===== config.mk =====
export PLATFORM = sky130hd
export DESIGN_NAME = chol_iter_unit
export DESIGN_NICKNAME = d
export VERILOG_FILES = /design/src/hw/rtl/chol_pkg.sv /design/src/hw/rtl/chol_iter_unit.sv
export SDC_FILE = /design/constraint.sdc
export NUM_CORES = 1
export LEC_CHECK = 0
export ABC_AREA = 1
export BUFFER_PORTS_ARGS = -buffer_cell sky130_fd_sc_hd__buf_4
export CORE_MARGIN = 8
export CORE_UTILIZATION = 28
export CTS_BUF_LIST = sky130_fd_sc_hd__clkbuf_4 sky130_fd_sc_hd__clkbuf_8
export CTS_CLUSTER_DIAMETER = 200
export DETAILED_ROUTE_END_ITERATION = 10
export PLACE_DENSITY = 0.42
export SLEW_MARGIN = 30
export SYNTH_ARGS = -nofsm -noshare
export SYNTH_HDL_FRONTEND = slang
export SYNTH_SLANG_ARGS = --single-unit

===== constraint.sdc =====
create_clock -name clk -period 7.7 [get_ports clk]
set_clock_uncertainty 0.1 [all_clocks]
set_input_delay 0 -clock clk [delete_from_list [all_inputs] [get_ports clk]]
set_output_delay 0 -clock clk [all_outputs]
set_load 0.01 [all_outputs]

===== src/hw/rtl/chol_pkg.sv =====
// Shared types and constants of the Cholesky positive-definiteness checker.
// No dependencies; every other RTL file imports this package.
`default_nettype none
package chol_pkg;
	localparam int MAX_ORDER = 8;
	localparam int IDX_W     = $clog2(MAX_ORDER);
	localparam int ORD_W     = 4;
	localparam int CNT_W     = $clog2(MAX_ORDER * MAX_ORDER + 1);
	localparam int DATA_W    = 32;
	localparam int ACC_W     = 48;
	localparam int WIDE_W    = 64;
	localparam int TOL_W     = 31;
	localparam int CFGI_W    = 1;

	localparam logic [CFGI_W-1:0] CFG_SIZE = 1'b0;
	localparam logic [CFGI_W-1:0] CFG_MIND = 1'b1;

	typedef enum logic [1:0] {
		STAT_OK    = 2'd0,
		STAT_PIVOT = 2'd1,
		STAT_TOL   = 2'd2
	} status_t;

	typedef enum logic [3:0] {
		ST_LOAD, ST_FETCH, ST_AINIT, ST_LRD, ST_MUL, ST_ACC,
		ST_FINISH, ST_WAIT, ST_RESULT
	} state_t;

	typedef enum logic {
		OP_SQRT = 1'b0,
		OP_DIV  = 1'b1
	} iter_op_t;

	typedef struct packed {
		logic     start;
		iter_op_t op;
	} iter_req_t;

	typedef struct packed {
		logic busy;
		logic done;
	} iter_rsp_t;
endpackage
`default_nettype wire


===== src/hw/rtl/chol_iter_unit.sv =====
// Shared shift-and-subtract unit: integer square root (32 steps) or
// unsigned 64/32 restoring division (64 steps), one step per cycle. Uses chol_pkg.
`default_nettype none
module chol_iter_unit import chol_pkg::*; (
	input  wire logic              clk,
	input  wire logic              arst_n,
	input  wire iter_req_t         req,
	input  wire logic [WIDE_W-1:0] operand,
	input  wire logic [DATA_W-1:0] divisor,
	output iter_rsp_t              rsp,
	output logic      [WIDE_W-1:0] result
);
	localparam logic [5:0] SQRT_LAST = 6'd31;
	localparam logic [5:0] DIV_LAST  = 6'd63;

	logic              busy_q, done_q;
	iter_op_t          op_q;
	logic [5:0]        cnt_q;
	logic [WIDE_W-1:0] x_q, res_q, bit_q;
	logic [DATA_W-1:0] rem_q, dvs_q;

	logic [WIDE_W-1:0] sq_trial;
	logic              sq_ge;
	logic [DATA_W:0]   dv_trial;
	logic              dv_ge;
	logic              last_step;

	assign sq_trial  = res_q + bit_q;
	assign sq_ge     = (x_q >= sq_trial);
	assign dv_trial  = {rem_q, x_q[WIDE_W-1]};
	assign dv_ge     = (dv_trial >= {1'b0, dvs_q});
	assign last_step = (op_q == OP_SQRT) ? (cnt_q == SQRT_LAST) : (cnt_q == DIV_LAST);

	always_ff @(posedge clk or negedge arst_n) begin
		if (!arst_n) begin
			busy_q <= 1'b0;
			done_q <= 1'b0;
			cnt_q  <= '0;
			op_q   <= OP_SQRT;
		end else begin
			done_q <= 1'b0;
			if (req.start && !busy_q) begin
				busy_q <= 1'b1;
				cnt_q  <= '0;
				op_q   <= req.op;
			end else if (busy_q) begin
				cnt_q <= cnt_q + 6'd1;
				if (last_step) begin
					busy_q <= 1'b0;
					done_q <= 1'b1;
				end
			end
		end
	end

	always_ff @(posedge clk) begin
		if (req.start && !busy_q) begin
			x_q   <= operand;
			res_q <= '0;
			bit_q <= WIDE_W'(64'h4000_0000_0000_0000);
			rem_q <= '0;
			dvs_q <= divisor;
		end else if (busy_q) begin
			if (op_q == OP_SQRT) begin
				if (sq_ge) begin
					x_q   <= x_q - sq_trial;
					res_q <= (res_q >> 1) + bit_q;
				end else begin
					res_q <= res_q >> 1;
				end
				bit_q <= bit_q >> 2;
			end else begin
				x_q   <= {x_q[WIDE_W-2:0], dv_ge};
				rem_q <= dv_ge ? DATA_W'(dv_trial - {1'b0, dvs_q}) : dv_trial[DATA_W-1:0];
			end
		end
	end

	assign rsp.busy = busy_q;
	assign rsp.done = done_q;
	assign result   = (op_q == OP_SQRT) ? res_q : x_q;
endmodule
`default_nettype wire

==> results of run 1 <==
layer usage:
layer / vias up / share of wire, % / GRT usage (%)
li1: 15150 / - / -
met2: 740 / 45 / 37.71
met4: 0 / 3.1 / 6.864
met5: - / 0 / 0
met3: 149 / 4.5 / 2.513
met1: 13890 / 48 / 32.42
worst max-delay path, stage by stage, from the launching register on:
cell and delay [ns]:
dfxtp_1 0.40, ha_1 0.47, nand2_1 0.15, o21ai_0 0.51, a21oi_1 0.08, nand2_1 0.14
nand2_1 0.07, nand2_1 0.20, nand3_1 0.11, nand2_1 0.21, xor2_1 0.32, ha_1 0.26
nand2_1 0.12, nor2_1 0.18, nand2_1 0.18, nor2_1 0.18, nand4_1 0.14, nand3_2 0.17
nand2_4 0.43, nand3_4 0.38, nand2_1 0.10, inv_2 0.55, buf_4 0.37
registers in the layout, indices dropped and copies added (netlist names):
| signal | cells |
|---|---|
| res_q | 64 |
| x_q | 64 |
| op_q | 1 |
| bit_q | 32 |
| rem_q | 32 |
| cnt_q | 6 |
| done_q | 1 |
| busy_q | 1 |
| dvs_q | 32 |
area by class of cell:
class | instances | area, um^2 | share of cell area, %
multi-input cells | 3532 | 17230 | 55.93
flip-flops and latches | 233 | 5674 | 18.42
repair buffers | 336 | 2913 | 9.455
inverters | 647 | 2434 | 7.900
well taps | 1186 | 1484 | 4.817
clock buffers | 73 | 910.9 | 2.957
clock inverters | 19 | 156.4 | 0.5077
diodes | 2 | 5.005 | 0.01625
metrics by stage:
stage / area (um^2) / instances / hold WS (ns) / utilization, %
2_1_floorplan: 25880 / 4539 / -0.3956 / -
3_3_place_gp: 28320 / 5795 / -0.2621 / 30.90
3_5_place_dp: 28320 / 5795 / -0.2624 / 30.90
4_1_cts: 30770 / 6025 / 0.01121 / 33.57
5_1_grt: 30800 / 6027 / 0.05224 / 33.61
6_report: 30810 / 6028 / 0.07612 / 33.61
cells in the mapped netlist (12+ instances only):
| library cell | n | area, um^2 |
|---|---|---|
| dfxtp_1 | 128 | 2562 |
| a21oi_1 | 311 | 1556 |
| buf_1 | 12 | 45.04 |
| nand3b_1 | 36 | 270.3 |
| o21bai_1 | 26 | 195.2 |
| a31oi_1 | 38 | 237.7 |
| clkbuf_1 | 70 | 262.8 |
| o21ai_0 | 253 | 1266 |
| buf_2 | 35 | 175.2 |
| nand2_1 | 1507 | 5657 |
| nand3_1 | 325 | 1627 |
| or2_2 | 17 | 106.4 |
| edfxtp_1 | 96 | 2883 |
| xnor2_1 | 24 | 210.2 |
| nor2_1 | 562 | 2110 |
| nand4_1 | 79 | 494.2 |
| nor3_1 | 47 | 235.2 |
| inv_1 | 644 | 2417 |
| xor2_1 | 68 | 595.6 |
| ha_1 | 163 | 2039 |
final timing paths:
kind / slack [ns] / start / depth (start not counted) / to
max in group asynchronous: 6.94 / arst_n / 3 / op_q
min in group asynchronous: 0.21 / arst_n / 3 / op_q
setup reg to reg: 1.45 / res_q[14] / 22 / x_q[10]
setup / recovery: 1.45 / res_q[14] / 22 / x_q[10]
hold / removal: 0.08 / operand[29] / 4 / x_q[29]
hold reg to reg: 0.39 / rem_q[29] / 2 / rem_q[29]
cell usage in the layout, fill, tap and decap left out, types with 9 or more instances in the layout:
cell type	Yosys	routed
a31oi_1	38	38
nand3b_1	36	36
clkbuf_8	0	58
dfxtp_1	128	128
dlygate4sd3_1	0	138
inv_1	644	640
xor2_1	68	68
nand4_1	79	79
or2_2	17	17
clkinv_1	1	10
o21bai_1	26	26
buf_4	5	195
nor2_1	562	560
edfxtp_1	96	96
nor3_1	47	47
ha_1	163	163
nand3_1	325	325
a21oi_1	311	311
clkbuf_4	0	15
o21ai_0	253	253
a21o_1	9	9
nand2_1	1507	1507
xnor2_1	24	24
what timing repair did:
item / 4_1_cts / 5_1_grt
setup endpoints to repair: 0 / 0
endpoints found under the hold margin: 142 / 0
hold buffers: 138 / 0
gates resized for setup: 0 / 0
cells by family (layout without fill, tap and decap cells):
family,count (synthesis),in the layout,synth area share [%]
simple gates,2606,2606,41.56
buf+inv,774,1075,11.59
compound gates,669,669,13.80
flops,233,233,21.91
fa+ha+maj,165,165,8.034
xor+xnor,92,92,3.113
other cells,0,2,0
==> flow_summary_export.csv, run 1 <==
group,metric,value,unit
clocking,cts_tree,"done",
timing,max_slew_margin,36.54,%
timing,worst_pin_slew,0.9519,ns
timing,hold_viol,0,
yosys,yosys_warnings,0,
timing,fin_setup_tns,0,ns
clocking,clk-insertion-delay-late,0.73,ns
yosys,synth_ff_type,"dfxtp_1",
yosys,yosys.cell_types.count,53,
timing,period_share,81.23,%
global_routing,grt_overflow,0,
worst_setup_path,critical_path_class,"reg2reg",
floorplanning,rows,111,
run_status,status,"finished, final reports clean",
placement,io_buffers,165,
timing,rsz0062_at_grt,"no",
timing,fin_ws,1.446,ns
cells_and_area,fillers,10420,
route,dr.pass1.iters,7,
cells_and_area,area_delta_synth_final,19.02,%
yosys,syn_nets,4804,
yosys,ys_seq_elements,233,
cells_and_area,final_nets,5064,
placement,dp_hpwl,100.8,mm
yosys,synth_edf_count,96,
placement,gp_congestion,0.9737,
timing,final_max_slew_viol_count,0,
global_routing,grt_max_degree,131,
yosys,syn-cell-area,25880,um^2
yosys,async_flop_share,3.863,%
route,drt-wirelength-per-cell,20.54,um
global_routing,grt_pass1_wl,183.5,mm
timing,period_needed,6.255,ns
worst_setup_path,crit_path_end_kind,"flip-flop",
clocking,clockBufferDepth,3,
route,drc_errors,0,
route,viasPerCell,4.964,
worst_hold_path,worst_hold_path_type,"in2reg",
clocking,htreeDepth,2,
yosys,synth_cells,4539,
cells_and_area,drive_gt1_share,6.674,%
clocking,cts_inserted_buffers,49,
clocking,cts_setup_buffers,0,
worst_setup_path,cp_max_fo,51,
placement,pre_cts_ws,1.492,ns
yosys,syn_avg_cell_area,5.702,um^2
route,route.vias.total,29930,
floorplanning,core,91660,um^2
clocking,numClockSinks,233,
floorplanning,fp.dieW,320.0,um
clocking,path_clk_slew,0.07,ns
floorplanning,start_util,28.24,%
clocking,cts_root_buf,"clkbuf_8",
timing,max_clock_freq,159.9,MHz
worst_setup_path,cp.arrival,6.55,ns
worst_setup_path,cp-start-kind,"flip-flop",
route,drt_iter0_markers,2634,
global_routing,antenna_found_initial,3,
global_routing,grt_usage,23.28,%
worst_setup_path,required,7.99,ns
global_routing,grt_pass1_vias,28810,
floorplanning,num_io_pins,166,
yosys,synth-seq-area-share,21.91,%
flow_run,drv_cap,0,
floorplanning,fp.dieH,320.0,um
route,wl,123.8,mm
route,detail-route-antenna-nets,0,
timing,setup_viol,0,
floorplanning,die_area,102400,um^2
Power of run 1 is left out: the tool's default activity adds up to more than one toggle a clock period on the data nets, which glitch-free logic cannot reach.
==> run 2, diff against run 1 <==
Clock period 7.7 ns to 6.4 ns, I/O delays scaled along.
==> flow_summary_export.csv, run 2 (synthesis results as in run 1) <==
group,metric,value,unit
run_status,status,"finished, final reports clean",
worst_setup_path,cpPeakStageDelay,0.44,ns
clocking,cts_tree,"done",
route,drt_iter0_markers,2425,
clocking,numClockSinks,233,
worst_setup_path,cpMostUsedCell,"nand2_1",
worst_setup_path,worst_r2r_startpoint,"res_q[14]",
timing,period_share,83.62,%
floorplanning,rows,111,
worst_setup_path,reg2reg_to,"res_q[9]",
worst_setup_path,slowest_stage,"o21ai_0",
clocking,clk-insertion-delay-late,0.70,ns
timing,max_slew_margin,42.76,%
floorplanning,core,91660,um^2
route,drc_errors,0,
placement,io_buffers,165,
global_routing,grt_usage,23.28,%
global_routing,grt_pass1_wl,184.4,mm
clocking,cts_inserted_buffers,50,
timing,final_max_slew_viol_count,0,
timing,rsz0062_at_grt,"no",
floorplanning,die_area,102400,um^2
cells_and_area,drive_gt1_share,7.013,%
worst_hold_path,hold_start,"req[1]",
global_routing,grt_overflow,0,
worst_hold_path,worst_hold_path_type,"in2reg",
route,drt-wirelength-per-cell,20.44,um
worst_setup_path,cp_max_fo,25,
floorplanning,num_io_pins,166,
timing,period_needed,5.352,ns
route,route.vias.total,29820,
route,met3WireLength,6.478,mm
route,met2_length,54.89,mm
floorplanning,fp.dieH,320.0,um
cells_and_area,area_delta_synth_final,19.22,%
global_routing,grt_pass1_vias,29470,
flow_run,drv_cap,0,
worst_setup_path,cp.arrival,5.85,ns
placement,gp_congestion,0.9506,
worst_setup_path,required,6.90,ns
worst_setup_path,crit_buf_inv,2,
route,viasPerCell,4.941,
worst_setup_path,critical_path.top_delay_family,"simple AND/OR/NAND/NOR gates",
cells_and_area,layout_commonest_cell,"nand2_1",
timing,fin_setup_tns,0,ns
floorplanning,fp.dieW,320.0,um
route,wl,123.4,mm
clocking,cts_root_buf,"clkbuf_8",
clocking,path_clk_slew,0.06,ns
worst_setup_path,startpoint,"res_q[14]",
route,dr.pass1.iters,6,
cells_and_area,layout_common_cells,"nand2_1, inv_1, nor2_1",
clocking,cts_setup_buffers,0,
floorplanning,start_util,28.24,%
cells_and_area,largestRegisters,"res_q x64, x_q x64",
route,detail-route-antenna-nets,0,
global_routing,grt_max_degree,131,
worst_setup_path,cp-start-kind,"flip-flop",
worst_setup_path,crit_path_end_kind,"flip-flop",
global_routing,antenna_found_initial,1,
placement,dp_hpwl,100.2,mm
worst_setup_path,reg2reg_setup_slack,1.05,ns
timing,worst_pin_slew,0.8586,ns
clocking,htreeDepth,2,
timing,setup_viol,0,
route,top_layer_used,"met4",
route,met1_length,58.62,mm
timing,max_clock_freq,186.9,MHz
clocking,clockBufferDepth,3,
worst_setup_path,r2r_cells,25,
timing,hold_viol,0,
worst_hold_path,whs_path_depth,5,
worst_setup_path,critical_path_class,"reg2reg",
worst_hold_path,min_delay_worst_endpoint,"cnt_q[0]",
cells_and_area,final_nets,5073,
==> run 2: repair_timing <==
item	4_1_cts	5_1_grt
hold buffers	133	0
resized for setup	0	0
endpoints found under the hold margin	138	0
endpoints found under the setup margin	0	0
==> run 2: through the flow <==
step | instances | hold slack [ns] | worst slack, ns | utilization (%) | area [um^2]
2_1_floorplan | 4539 | -0.3956 | 1.406 | - | 25880
3_3_place_gp | 5808 | -0.2618 | 1.211 | 31.02 | 28430
3_5_place_dp | 5808 | -0.2641 | 1.139 | 31.02 | 28430
4_1_cts | 6033 | 0.01548 | 1.092 | 33.63 | 30830
5_1_grt | 6036 | 0.04815 | 0.6596 | 33.67 | 30860
6_report | 6036 | 0.09447 | 1.048 | 33.67 | 30860
==> run 2: cell type report <==
| class | count | area, um^2 |
|---|---|---|
| fill | 10410 | 60800 |
| timing repair buffer | 344 | 2973 |
| tap | 1186 | 1484 |
| inverter | 647 | 2434 |
| antenna | 2 | 5.005 |
| clock inverter | 21 | 190.2 |
| multi-input combinational | 3532 | 17230 |
| clock buffer | 71 | 870.8 |
| sequential | 233 | 5674 |
==> run 2: routing by layer <==
layer,up-vias,global-route usage [%]
met5,-,0
met4,0,6.143
met3,154,2.804
met2,792,37.68
met1,13730,32.54
li1,15150,-
==> run 2: worst max path at each step <==
stage                end  slack (ns)  cells past startpoint
2_1_floorplan     x_q[0]        1.41                     23
3_3_place_gp   res_q[18]        1.21                     22
3_5_place_dp   res_q[20]        1.14                     24
4_1_cts         res_q[9]        1.09                     25
5_1_grt        res_q[24]        0.66                     24
6_report        res_q[9]        1.05                     25
==> run 2: worst register-to-register path, cell delays in order (launching register included) <==
cell	delay (ns)
dfxtp_1	0.29
buf_4	0.17
ha_1	0.39
nand2_1	0.13
o21ai_0	0.44
a21oi_1	0.08
nand2_1	0.18
nand2_1	0.07
nand2_1	0.25
nand3_1	0.11
nand2_1	0.24
xor2_1	0.17
ha_1	0.40
nand2_1	0.15
nor2_1	0.24
nand2_1	0.20
nor2_1	0.16
nand4_1	0.17
nand3_2	0.16
nand2_4	0.19
nand2_8	0.24
buf_4	0.37
nand2_1	0.13
nand2_1	0.07
nand2_1	0.05
a21oi_1	0.12
Power of run 2 is left out for the same reason.
